File: config.mk
export PLATFORM = sky130hd
export DESIGN_NAME = sensor_minmax_calibrate_normalize_top
export DESIGN_NICKNAME = d
export VERILOG_FILES = /design/src/rtl/core/smcn_pkg.sv /design/src/rtl/core/smcn_store.sv /design/src/rtl/core/smcn_div.sv /design/src/rtl/core/sensor_minmax_calibrate_normalize_top.sv
export SDC_FILE = /design/constraint.sdc
export NUM_CORES = 1
export LEC_CHECK = 0
export BUFFER_PORTS_ARGS = -buffer_cell sky130_fd_sc_hd__buf_4
export CAP_MARGIN = 5
export CORE_ASPECT_RATIO = 0.9
export CORE_UTILIZATION = 35
export CTS_BUF_LIST = sky130_fd_sc_hd__clkbuf_16
export DETAILED_ROUTE_END_ITERATION = 8
export PLACE_DENSITY_LB_ADDON = 0.2
export SLEW_MARGIN = 20
export SYNTH_ARGS = -nofsm -noshare
export SYNTH_HDL_FRONTEND = slang
export SYNTH_HIERARCHICAL = 1
export SYNTH_SLANG_ARGS = --single-unit
File: constraint.sdc
create_clock -name clk -period 8.95 [get_ports clk]
set_input_delay 1.3425 -clock clk [delete_from_list [all_inputs] [get_ports clk]]
set_output_delay 1.3425 -clock clk [all_outputs]
set_load 0.005 [all_outputs]
File: src/rtl/core/smcn_pkg.sv
// Shared constants, codes, types for the sensor min/max calibrate and normalize block.
// No dependencies; imported by every module of the block.
`default_nettype none

package smcn_pkg;

  // Sizing
  localparam int CHANNELS    = 6;
  localparam int SAMPLE_BITS = 10;
  localparam int CH_W        = 3;
  localparam int VAL_W       = 10;
  localparam int LEVEL_W     = 21;
  localparam int NUM_W       = 20;
  localparam int DEN_W       = 10;
  localparam int CNT_W       = $clog2(NUM_W + 1);
  localparam int CH_IDX_W    = (CHANNELS > 1) ? $clog2(CHANNELS) : 1;
  localparam int CH_EXT_W    = 5;

  // Sample mask and store reset values
  localparam logic [VAL_W-1:0] SMP_MASK  = VAL_W'((1 << SAMPLE_BITS) - 1);
  localparam logic [VAL_W-1:0] FULL_CODE = SMP_MASK;

  // Scale targets
  localparam logic [VAL_W-1:0] TOP_SMALL = 10'd100;
  localparam logic [VAL_W-1:0] TOP_MID   = 10'd500;
  localparam logic [VAL_W-1:0] TOP_FULL  = 10'd1023;

  // Request codes
  localparam logic [1:0] REQ_CAL  = 2'd0;
  localparam logic [1:0] REQ_NORM = 2'd1;
  localparam logic [1:0] REQ_CLR  = 2'd2;

  // Scale modes
  localparam logic [1:0] MODE_P100 = 2'd0;
  localparam logic [1:0] MODE_P500 = 2'd1;
  localparam logic [1:0] MODE_FULL = 2'd2;
  localparam logic [1:0] MODE_RAW  = 2'd3;

  // Sequencer states
  typedef enum logic [2:0] {
    ST_IDLE,
    ST_UPD,
    ST_CALC,
    ST_DIV,
    ST_OUT
  } state_t;

  // Command to the calibration store
  typedef struct packed {
    logic                cal;
    logic                clr;
    logic                ok;
    logic [CH_IDX_W-1:0] idx;
    logic [VAL_W-1:0]    smp;
  } store_cmd_t;

  // Start request to the divider
  typedef struct packed {
    logic             start;
    logic [NUM_W-1:0] num_mag;
    logic [DEN_W-1:0] den_mag;
    logic             neg;
  } div_req_t;

  // Divider response
  typedef struct packed {
    logic                      done;
    logic signed [LEVEL_W-1:0] level;
  } div_rsp_t;

endpackage

`default_nettype wire

File: src/rtl/core/smcn_store.sv
// Per-channel minimum/maximum calibration registers with calibrate and clear-all.
// Depends on smcn_pkg.
`default_nettype none

module smcn_store import smcn_pkg::*; (
  input  wire logic             clk,
  input  wire logic             rst,
  input  wire store_cmd_t       cmd,
  output logic      [VAL_W-1:0] rd_min,
  output logic      [VAL_W-1:0] rd_max
);

  logic [VAL_W-1:0] min_q [CHANNELS];
  logic [VAL_W-1:0] max_q [CHANNELS];

  // Clear sets the full range empty; calibrate widens one channel
  always_ff @(posedge clk) begin
    if (rst || cmd.clr) begin
      for (int i = 0; i < CHANNELS; i++) begin
        min_q[i] <= FULL_CODE;
        max_q[i] <= '0;
      end
    end else if (cmd.cal && cmd.ok) begin
      if (cmd.smp < min_q[cmd.idx]) min_q[cmd.idx] <= cmd.smp;
      if (cmd.smp > max_q[cmd.idx]) max_q[cmd.idx] <= cmd.smp;
    end
  end

  // Read port; channels out of range read as zero
  assign rd_min = cmd.ok ? min_q[cmd.idx] : '0;
  assign rd_max = cmd.ok ? max_q[cmd.idx] : '0;

endmodule

`default_nettype wire

File: src/rtl/core/smcn_div.sv
// Restoring divider, one quotient bit per cycle, with sign applied at the end.
// Depends on smcn_pkg.
`default_nettype none

module smcn_div import smcn_pkg::*; (
  input  wire logic     clk,
  input  wire logic     rst,
  input  wire div_req_t req,
  output div_rsp_t      rsp
);

  logic [CNT_W-1:0]   cnt;
  logic               done;
  logic [NUM_W-1:0]   quo;
  logic [DEN_W-1:0]   rem;
  logic [DEN_W-1:0]   den;
  logic               neg;

  logic [DEN_W:0]     rem_sh;
  logic [DEN_W+1:0]   trial;
  logic [LEVEL_W-1:0] q_ext;

  // One trial subtraction per step
  assign rem_sh = {rem, quo[NUM_W-1]};
  assign trial  = {1'b0, rem_sh} - {2'b00, den};

  // Step counter and completion pulse
  always_ff @(posedge clk) begin
    if (rst) begin
      cnt  <= '0;
      done <= 1'b0;
    end else begin
      done <= 1'b0;
      if (req.start) begin
        cnt <= CNT_W'(NUM_W);
      end else if (cnt != '0) begin
        cnt <= cnt - 1'b1;
        if (cnt == CNT_W'(1)) done <= 1'b1;
      end
    end
  end

  // Operand and partial remainder registers
  always_ff @(posedge clk) begin
    if (req.start) begin
      quo <= req.num_mag;
      rem <= '0;
      den <= req.den_mag;
      neg <= req.neg;
    end else if (cnt != '0) begin
      if (!trial[DEN_W+1]) begin
        rem <= trial[DEN_W-1:0];
        quo <= {quo[NUM_W-2:0], 1'b1};
      end else begin
        rem <= rem_sh[DEN_W-1:0];
        quo <= {quo[NUM_W-2:0], 1'b0};
      end
    end
  end

  // Truncation toward zero: magnitude quotient, then sign
  assign q_ext     = {{(LEVEL_W-NUM_W){1'b0}}, quo};
  assign rsp.done  = done;
  assign rsp.level = neg ? -q_ext : q_ext;

endmodule

`default_nettype wire

File: src/rtl/core/sensor_minmax_calibrate_normalize_top.sv
// Sensor min/max calibration and min-max normalization, top level with sequencer.
// Depends on smcn_pkg, smcn_store, smcn_div.
//
// One request is taken at a time. Calibrate, clear, raw passthrough and any
// normalize that needs no division pass through the update and calculate
// states to the output state; a normalize that divides also waits in the
// divide state for the 20-step restoring divider, which produces one quotient
// bit per cycle. The input side is ready again once the result is loaded into
// the output register. The output register may still wait for the downstream
// transfer, and a stalled result holds the next request back in the output
// state. Scaled levels are (sample-min)*top/(max-min) truncated toward zero,
// not clamped, so an uncalibrated channel or a sample outside its range can
// give a negative level or one above top.
`default_nettype none

module sensor_minmax_calibrate_normalize_top import smcn_pkg::*; (
  input  wire logic        clk,
  input  wire logic        rst,
  // Configuration: scale_mode
  input  wire logic        cfg_we,
  input  wire logic [1:0]  cfg_wdata,
  // Input stream
  input  wire logic        s_axis_tvalid,
  output logic             s_axis_tready,
  input  wire logic [15:0] s_axis_tdata,  // [2:0] channel, [12:3] sample, [15:13] zero
  input  wire logic [1:0]  s_axis_tuser,  // [1:0] req_type
  // Result stream
  output logic             m_axis_tvalid,
  input  wire logic        m_axis_tready,
  output logic [47:0]      m_axis_tdata,  // [2:0] out_channel, [23:3] level,
                                          // [33:24] cur_min, [43:34] cur_max, rest zero
  output logic [0:0]       m_axis_tuser   // [0] div_zero
);

  state_t state, state_next;

  logic [1:0]         mode;
  logic [1:0]         req_r;
  logic [CH_W-1:0]    ch_r;
  logic [VAL_W-1:0]   smp_r;
  logic               ok_r;

  logic signed [LEVEL_W-1:0] level_r;
  logic               dz_r;
  logic [VAL_W-1:0]   cmin_r;
  logic [VAL_W-1:0]   cmax_r;

  logic [CH_W-1:0]    o_ch;
  logic [LEVEL_W-1:0] o_level;
  logic               o_dz;
  logic [VAL_W-1:0]   o_min;
  logic [VAL_W-1:0]   o_max;

  logic               in_xfer;
  logic               calc_en;
  logic               div_wait;
  logic               out_load;
  logic               need_div;

  store_cmd_t         store_cmd;
  logic [VAL_W-1:0]   rd_min;
  logic [VAL_W-1:0]   rd_max;
  div_req_t           div_req;
  div_rsp_t           div_rsp;

  logic [CH_EXT_W-1:0] ch_ext;
  logic [CH_EXT_W-1:0] in_ch_ext;
  logic [VAL_W-1:0]    top_val;
  logic signed [VAL_W:0]     diff;
  logic signed [VAL_W:0]     den;
  logic signed [VAL_W:0]     den_neg;
  logic signed [LEVEL_W:0]   prod;
  logic signed [LEVEL_W-1:0] num;
  logic signed [LEVEL_W-1:0] num_neg;
  logic               is_norm;

  assign in_xfer   = s_axis_tvalid && s_axis_tready;
  assign in_ch_ext = {{(CH_EXT_W-CH_W){1'b0}}, s_axis_tdata[2:0]};
  assign ch_ext    = {{(CH_EXT_W-CH_W){1'b0}}, ch_r};

  // Scale mode register
  always_ff @(posedge clk) begin
    if (rst) begin
      mode <= MODE_P100;
    end else if (cfg_we) begin
      mode <= cfg_wdata;
    end
  end

  // Request capture
  always_ff @(posedge clk) begin
    if (in_xfer) begin
      req_r <= s_axis_tuser;
      ch_r  <= s_axis_tdata[2:0];
      smp_r <= s_axis_tdata[12:3] & SMP_MASK;
      ok_r  <= in_ch_ext < CH_EXT_W'(CHANNELS);
    end
  end

  // Calibration store
  always_comb begin
    store_cmd.cal = (state == ST_UPD) && (req_r == REQ_CAL);
    store_cmd.clr = (state == ST_UPD) && (req_r == REQ_CLR);
    store_cmd.ok  = ok_r;
    store_cmd.idx = ch_ext[CH_IDX_W-1:0];
    store_cmd.smp = smp_r;
  end

  smcn_store u_store (
    .clk    (clk),
    .rst    (rst),
    .cmd    (store_cmd),
    .rd_min (rd_min),
    .rd_max (rd_max)
  );

  // Numerator and denominator from the stored range
  always_comb begin
    unique case (mode)
      MODE_P100: top_val = TOP_SMALL;
      MODE_P500: top_val = TOP_MID;
      MODE_FULL: top_val = TOP_FULL;
      MODE_RAW:  top_val = TOP_FULL;
      default:   top_val = TOP_FULL;
    endcase
    diff    = $signed({1'b0, smp_r}) - $signed({1'b0, rd_min});
    den     = $signed({1'b0, rd_max}) - $signed({1'b0, rd_min});
    den_neg = -den;
    prod    = diff * $signed({1'b0, top_val});
    num     = prod[LEVEL_W-1:0];
    num_neg = -num;
    is_norm = (req_r == REQ_NORM);
    need_div = is_norm && (mode != MODE_RAW) && ok_r && (den != '0);
  end

  // Divider start
  always_comb begin
    div_req.start   = calc_en && need_div;
    div_req.num_mag = num[LEVEL_W-1] ? num_neg[NUM_W-1:0] : num[NUM_W-1:0];
    div_req.den_mag = den[VAL_W] ? den_neg[DEN_W-1:0] : den[DEN_W-1:0];
    div_req.neg     = num[LEVEL_W-1] ^ den[VAL_W];
  end

  smcn_div u_div (
    .clk (clk),
    .rst (rst),
    .req (div_req),
    .rsp (div_rsp)
  );

  // Result fields
  always_ff @(posedge clk) begin
    if (calc_en) begin
      cmin_r  <= rd_min;
      cmax_r  <= rd_max;
      dz_r    <= is_norm && (mode != MODE_RAW) && ok_r && (den == '0);
      level_r <= (is_norm && (mode == MODE_RAW)) ?
                 $signed({{(LEVEL_W-VAL_W){1'b0}}, smp_r}) : '0;
    end else if (div_wait && div_rsp.done) begin
      level_r <= div_rsp.level;
    end
  end

  // Sequencer: next state
  always_comb begin
    state_next = state;
    unique case (state)
      ST_IDLE: if (in_xfer) state_next = ST_UPD;
      ST_UPD:  state_next = ST_CALC;
      ST_CALC: state_next = need_div ? ST_DIV : ST_OUT;
      ST_DIV:  if (div_rsp.done) state_next = ST_OUT;
      ST_OUT:  if (!m_axis_tvalid || m_axis_tready) state_next = ST_IDLE;
      default: state_next = ST_IDLE;
    endcase
  end

  // Sequencer: outputs
  always_comb begin
    s_axis_tready = 1'b0;
    calc_en       = 1'b0;
    div_wait      = 1'b0;
    out_load      = 1'b0;
    unique case (state)
      ST_IDLE: s_axis_tready = 1'b1;
      ST_UPD:  ;
      ST_CALC: calc_en = 1'b1;
      ST_DIV:  div_wait = 1'b1;
      ST_OUT:  out_load = !m_axis_tvalid || m_axis_tready;
      default: ;
    endcase
  end

  always_ff @(posedge clk) begin
    if (rst) begin
      state <= ST_IDLE;
    end else begin
      state <= state_next;
    end
  end

  // Output register
  always_ff @(posedge clk) begin
    if (rst) begin
      m_axis_tvalid <= 1'b0;
    end else if (out_load) begin
      m_axis_tvalid <= 1'b1;
    end else if (m_axis_tready) begin
      m_axis_tvalid <= 1'b0;
    end
  end

  always_ff @(posedge clk) begin
    if (out_load) begin
      o_ch    <= ch_r;
      o_level <= level_r;
      o_dz    <= dz_r;
      o_min   <= cmin_r;
      o_max   <= cmax_r;
    end
  end

  assign m_axis_tdata = {4'b0000, o_max, o_min, o_level, o_ch};
  assign m_axis_tuser = o_dz;

endmodule

`default_nettype wire

* Word-level counts from Yosys, hierarchy flattened *
Memory sizes are Yosys's and may differ from the RTL's. A register that Yosys moved wholly into a read port is not among the register bits.
Index checks and enable logic that the tools add are counted.

operators by class
  bitwise gates (word level) = 2
  muxes and demuxes = 45
  magnitude comparators = 3
  $add $sub $neg = 7
  equal/unequal tests = 14
  reduce and logical (&&, ||, !) cells = 29
  $mul = 1

operators with widths
  operator                                                         number
  10-bit 2-to-1 mux                                                7
  21-bit 2-to-1 mux                                                3
  20-bit 2-to-1 mux                                                3
  10-bit case mux with 3 select lines                              1
  3-bit 2-to-1 mux                                                 8
  10-bit by 10-bit subtractor with 11-bit output                   2
  11-bit by 11-bit multiplier with 21-bit output                   1
  20-bit negator with 21-bit output                                1
  1-bit 2-to-1 mux                                                 20
  20-bit negator                                                   1
  10-bit OR reduction                                              2
  3-bit case mux with 5 select lines                               1
  11-bit by 10-bit subtractor with 12-bit output                   1
  1-bit logical AND                                                11
  11-bit logical NOT                                               1
  11-bit nonzero test                                              1
  10-bit greater-than comparator                                   1
  10-bit < comparator                                              1
  5-bit 2-to-1 mux                                                 2
  10-bit negator                                                   1
  2-bit == test, second input constant                             3
  3-bit by 2-bit == test with 1-bit output, second input constant  2
  2-bit inequality test, second input constant                     3
  2-bit nonzero test                                               3
  other kinds (17)                                                 21

word-level totals
  logic and storage cells = 126
  bits in registers = 156
  output and inout port bits = 51
  memories = 2
  RAM bits = 120

memories
  memory         words  bits a word  read ports  clocked after Yosys merged registers in  write ports  line              text
  u_store.max_q  6      10           1           1                                        6            smcn_store.sv:14  logic [VAL_W-1:0] max_q [CHANNELS];
  u_store.min_q  6      10           1           1                                        6            smcn_store.sv:13  logic [VAL_W-1:0] min_q [CHANNELS];

* Depth between registers and ports, before layout *
Gate-level depths: netlist (run 1).

  depth in word-level cells = 8
  depth in mapped cells = 37

* Cells and area by module *
Netlist (run 1), hierarchy kept.

modules (own cells, without submodules)
  module                                 cells an instance  area each (µm²)  instances
  sensor_minmax_calibrate_normalize_top  820                8931.1           1
  smcn_store                             519                7624.8           1
  smcn_div                               272                2786.4           1

* Least setup slack after synthesis (run 1) *
No wires, ideal clock.

  path kind = register to register
  start = register, netlist name ch_r[0]
  end = register u_div.quo[9], data pin
  path buffers = 3
  arrival time = 8.306 ns
  stages on the path, launching flop included = 32
  required time = 8.690 ns
  slack = 0.384 ns
  library setup time = 0.260 ns
  cell sequence = edfxtp_1 buf_6 buf_2 mux4_2 mux2i_1 nor2b_1 inv_1 fa_1 a21oi_1 o2111ai_1 a31o_2 a21oi_1 nand2_1 fa_1 inv_1 fa_1 fa_1 fa_1 inv_1 fa_1 inv_1 ha_1 o211ai_1 a21boi_0 o21ai_0 a31oi_1 o41ai_2 xnor2_1 buf_2 a41oi_1 xor2_1 mux2_2

RTL lines
  item                    line            text
  end signal: assignment  smcn_div.sv:46  quo <= req.num_mag;
  end signal: assignment  smcn_div.sv:53  quo <= {quo[NUM_W-2:0], 1'b1};
  end signal: assignment  smcn_div.sv:56  quo <= {quo[NUM_W-2:0], 1'b0};
  end: declaration        smcn_div.sv:14  logic [NUM_W-1:0] quo;

==> results.toml, run 1 <==
[placement]
place_worst_setup_slack_ps = 9.93
portBuffers = 68
gp_congestion = 0.816
dpl.hpwl_um = 35200

[clocking]
clkTransAtPathRegs_ps = 60
cts.sinks = 316
cts.root.buffer_cell = "clkbuf_16"
cts_max_path_buffers = 3
cts_inserted_buffers = 37
cts.htree.levels = 2
worst_skew_pair.late_latency_ps = 540
cts_tree = "built"

[finish]
antenna_cells_inserted = 0
final.fill_count = 5018
layout-drive-gt1-share_pct = 21.5
area_growth_pct = 18.2
multi_input_comb_area_um2 = 9340
regArea_um2 = 9270
final_nets = 1962

[routing]
drt_wl_total_um = 48000
detail_route.first_pass.iterations = 5
vias = 12700
drcViolationCount = 0
route.detailed.wl_per_inst_um = 19.4
drc_marker_count_from_the_first_detailed_route_iteration = 812
drt.antenna.violating_nets = 0
route.detailed.vias_per_inst = 5.13

[synthesis]
yosysWarningCount = 6
synth-edff-count = 294
yosys.cell_types.count = 78
synth_cells = 1611
synth.avg_cell_area_um2 = 12.0
synth_top_flop_cell = "edfxtp_1"
synthesis.area_um2 = 19300
synth_seq_cells = 316
async_reset_ff_share_pct = 0
seq_area_frac_synth_pct = 47.9

[timing]
timing.final.setup_violations = 0
layout_min_cycle_time_ps = 8640
finalWorstSetupSlack_ps = 313
maxSlewViolCount = 0
finalHoldViolCount = 0
worst-slew-pin-transition_ps = 1110
relSlewSlack_pct = 24.6
maxClockFrequency_ghz = 0.116
finClkSkew_ps = 23.0
sum_of_negative_setup_slack_ps = 0
min_period_over_period_pct = 96.5

[worst_setup_path]
crit_path_start_kind = "register"
worstPathArrival_ps = 8920
critPathSlowestCell = "mux4_2"
cp_data_required_time_ps = 9230
r2r_cells = 32
reg2reg_from = "ch_r[0]"
cpPeakStageDelay_ps = 580
worstSetupPathType = "reg2reg"
worstSetupStartpoint = "ch_r[0]"
cp-end-kind = "register"
crit_path_max_fanout = 8

[floorplanning]
die_span_x_um = 250
design.die.area_um2 = 56200
initial_core_util_pct = 35.5
die_height_um = 225
placeableCoreArea_um2 = 54400
placement_rows = 81
boundaryPins = 76

[run_status]
run_status = "complete, no violations"

[hold_path]
holdCritPathClass = "reg2reg"
min_delay_path_depth = 0
hp-start = "cmin_r[9]"

[grt]
pin_count_of_the_biggest_net_entering_global_routing = 69
grt_antenna_before_repair = 0
overall_global_routing_usage_pct = 16.8
grt_pass1_vias = 12500
globalRoute.totalOverflow = 0
grt_pass1_wl_um = 73000

[run]
maxCapViolations = 0
[metrics by stage]
stage	cell area, um^2	instances	hold WS, ps	util, %
2_1_floorplan	19400	1614	400	-
3_3_place_gp	21200	2400	403	38.9
3_5_place_dp	21200	2400	405	38.9
4_1_cts	22400	2467	414	41.2
5_1_grt	22900	2476	421	42.0
6_report	22900	2476	412	42.0
[kinds of logic after synthesis]
family	synth area share, %
fa+ha+maj	16.1
flops	47.9
simple gates	11.9
buf+inv	5.74
compound gates	7.69
other cells	0.0194
xor+xnor	3.58
mux	7.04
[routing by layer]
metal | track usage (%) | wire, um | part of all wire, %
met4 | 4.38 | 814 | 1.7
met1 | 24.4 | 22900 | 48
met3 | 2.28 | 2320 | 4.8
met5 | 0 | 0 | 0
met2 | 26.4 | 22000 | 46
[worst paths after layout]
kind                         to  slack (ps)
setup / recovery  u_div/quo[19]         310
hold / removal         o_min[9]         410
setup reg to reg  u_div/quo[19]         310
hold reg to reg        o_min[9]         410
[cells in the final DEF (no fill, tap or decap), types with 10 or more instances in the layout]
master       n
edfxtp_1   294
inv_1      193
buf_4      163
nor2_1     101
ha_1       100
fa_1        89
nand2_1     74
nor3_1      71
nand4_1     55
xnor2_1     49
a21oi_1     43
clkbuf_16   40
mux4_2      38
o21ai_0     33
nor2b_1     27
and2_1      26
xor2_1      25
dfxtp_1     22
mux2_2      20
nand3_1     17
mux2i_1     17
o21a_1      11
a21o_1      11
inv_2       11
nor4_1      11
a22o_1      11
nand2b_1    10
[synth_stat cells, types with 27 or more instances]
library cell | number | area, um^2
o21ai_0 | 42 | 210
and2_1 | 29 | 181
xor2_1 | 28 | 245
nand4_1 | 55 | 344
a21oi_1 | 46 | 230
xnor2_1 | 51 | 447
mux2i_1 | 27 | 270
nor2b_1 | 30 | 188
fa_1 | 92 | 1840
nand2_1 | 74 | 278
clkbuf_1 | 59 | 221
edfxtp_1 | 294 | 8830
mux4_2 | 38 | 856
ha_1 | 102 | 1280
nor3_1 | 71 | 355
inv_1 | 197 | 739
nor2_1 | 105 | 394
[worst max-delay path: cells and delay by family (launching register included)]
kind,cells,cell delay (ps)
AO/OA/AOI/OAI,6,1440
adder cells (fa/ha/maj),7,2800
XOR/XNOR,2,330
flip-flops,1,410
AND/OR/NAND/NOR,7,1750
multiplexers,3,1040
buffers and inverters,7,600
[registers in the layout, indices dropped and copies added, names as in the netlist, 2 cells and up]
name	flops
u_div/quo	20
u_div/cnt	5
o_max	10
u_store/max_q	80
req_r	2
state	3
o_level	21
o_ch	3
cmax_r	10
u_div/rem	10
ch_r	3
mode	2
smp_r	10
o_min	10
cmin_r	10
u_store/min_q	80
u_div/den	10
level_r	21
[repair_timing]
| action | in CTS | in global routing |
|---|---|---|
| pin swaps | 0 | 25 |
| hold buffers | 0 | 0 |
| setup buffers | 0 | 5 |
| endpoints found under the hold margin | 0 | 0 |
| setup endpoints to repair | 3 | 20 |
| gates cloned | 0 | 4 |
| resized for setup | 2 | 76 |
[final cells by class]
type / count / share of cell area [%]
inverter: 197 / 3.23
clock inverter: 30 / 1.36
clock buffer: 37 / 4.05
timing repair buffer: 172 / 6.09
sequential: 316 / 40.5
multi-input combinational: 1019 / 40.9
tap: 705 / 3.86
Power of run 1 is left out: the tool's default activity adds up to more than one toggle a clock period on the data nets, which glitch-free logic cannot reach.
==> run 2: changes to the inputs <==
--- a/config.mk
+++ b/config.mk
@@ -9,7 +9,6 @@
 export CAP_MARGIN = 5
 export CORE_ASPECT_RATIO = 0.9
 export CORE_UTILIZATION = 35
-export CTS_BUF_LIST = sky130_fd_sc_hd__clkbuf_16
 export DETAILED_ROUTE_END_ITERATION = 8
 export PLACE_DENSITY_LB_ADDON = 0.2
 export SLEW_MARGIN = 20
==> run 2 against run 1 <==
Compared with the run above: wire length about the same; sequential share of layout area unchanged; setup slack worse by 1.5 ps; highest routed layer unchanged.
==> results.toml, run 2 (same netlist as run 1, synthesis figures left out) <==
[floorplanning]
die_height_um = 225
boundaryPins = 76
design.die.area_um2 = 56200
initial_core_util_pct = 35.5
placement_rows = 81
placeableCoreArea_um2 = 54400
die_span_x_um = 250

[routing]
m1WireLength_um = 22900
route.detailed.vias_per_inst = 5.14
detail_route.first_pass.iterations = 5
drt_wl_total_um = 48000
route.detailed.wl_per_inst_um = 19.4
drcViolationCount = 0
vias = 12700
drc_marker_count_from_the_first_detailed_route_iteration = 811
met3RoutedLength_um = 2350
wl_met2_um = 22000
drt.antenna.violating_nets = 0
top_signal_layer_used = "met4"

[timing]
timing.final.setup_violations = 0
finClkSkew_ps = 23.4
maxClockFrequency_ghz = 0.116
finalHoldViolCount = 0
min_period_over_period_pct = 96.5
relSlewSlack_pct = 24.7
worst-slew-pin-transition_ps = 1110
maxSlewViolCount = 0
layout_min_cycle_time_ps = 8640
sum_of_negative_setup_slack_ps = 0

[finish]
mostFrequentLayoutCells = "edfxtp_1 (294), inv_1 (186), buf_4 (163), nor2_1 (101), ha_1 (100)"
final_cell_area_um2 = 22900
antenna_cells_inserted = 0
layout-drive-gt1-share_pct = 21.5
layout_top_registers = "u_store/max_q (80), u_store/min_q (80)"
layout.cells.most_common = "edfxtp_1"
final_nets = 1962
area_growth_pct = 18.2
final_design_utilization_pct = 42.0

[grt]
globalRoute.totalOverflow = 0
grt_pass1_vias = 12500
pin_count_of_the_biggest_net_entering_global_routing = 69
grt_pass1_wl_um = 73000
grt_antenna_before_repair = 0
overall_global_routing_usage_pct = 16.8

[clocking]
cts_tree = "built"
clkTransAtPathRegs_ps = 60
cts.root.buffer_cell = "clkbuf_16"
cts.sinks = 316
cts_max_path_buffers = 3
cts.htree.levels = 2
cts_inserted_buffers = 37
worst_skew_pair.late_latency_ps = 540

[placement]
portBuffers = 68
dpl.hpwl_um = 35200
gp_congestion = 0.816
place_area_um2 = 21200

[hold_path]
holdCritPathClass = "reg2reg"
min_delay_path_depth = 0

[run_status]
run_status = "complete, no violations"

[worst_setup_path]
critPathSlowestCell = "mux4_2"
worstSetupPathType = "reg2reg"
cpPeakStageDelay_ps = 580
cp-end-kind = "register"
worstPathArrival_ps = 8920
r2r_cells = 32
cp_data_required_time_ps = 9230
crit_path_max_fanout = 8
crit_path_start_kind = "register"

[run]
maxCapViolations = 0
[run 2: changes by cell type in the layout (fill, tap and decap cells not counted)]
cell / delta
clkbuf_1: +7
inv_1: -7
[run 2: repair_timing]
item | 4_1_cts | 5_1_grt
gates cloned | 0 | 4
hold buffers | 0 | 0
endpoints found under the hold margin | 0 | 0
setup endpoints to repair | 2 | 20
resized for setup | 2 | 76
setup buffers | 0 | 5
pin swaps | 0 | 25
[run 2: final timing paths]
path              slack (ps)            end       from
setup / recovery         310  u_div/quo[19]    ch_r[0]
hold / removal           410       o_min[9]  cmin_r[9]
setup reg to reg         310  u_div/quo[19]    ch_r[0]
hold reg to reg          410       o_min[9]  cmin_r[9]
[run 2: layout make-up]
type	count	area [um^2]
inverters	197	739
fillers	5018	31600
clock buffers	44	952
repair buffers	172	1390
well taps	705	882
clock inverters	23	284
flip-flops and latches	316	9270
multi-input cells	1019	9340
[run 2: layer usage]
| metal | track usage [%] | up-vias |
|---|---|---|
| li1 | - | 6068 |
| met1 | 24.4 | 6336 |
| met2 | 26.4 | 286 |
| met3 | 2.28 | 49 |
| met4 | 4.38 | 0 |
| met5 | 0 | - |
[run 2: stage by stage]
step                      worst slack (ps)  hold WS (ps)  std cells
after floorplan                        384           400       1614
after global placement                41.7           403       2400
after detailed placement              9.93           405       2400
after CTS                             10.3           414       2467
after global routing                 -79.1           421       2476
final                                  311           412       2476
[run 2: worst max-delay path, delay by kind of cell, from the launching register on]
family          cells  cell delay (ps)
fa+ha+maj           7             2800
simple gates        7             1750
compound gates      6             1440
mux                 3             1040
buf+inv             7              600
flops               1              410
xor+xnor            2              330
Power of run 2 is left out for the same reason.
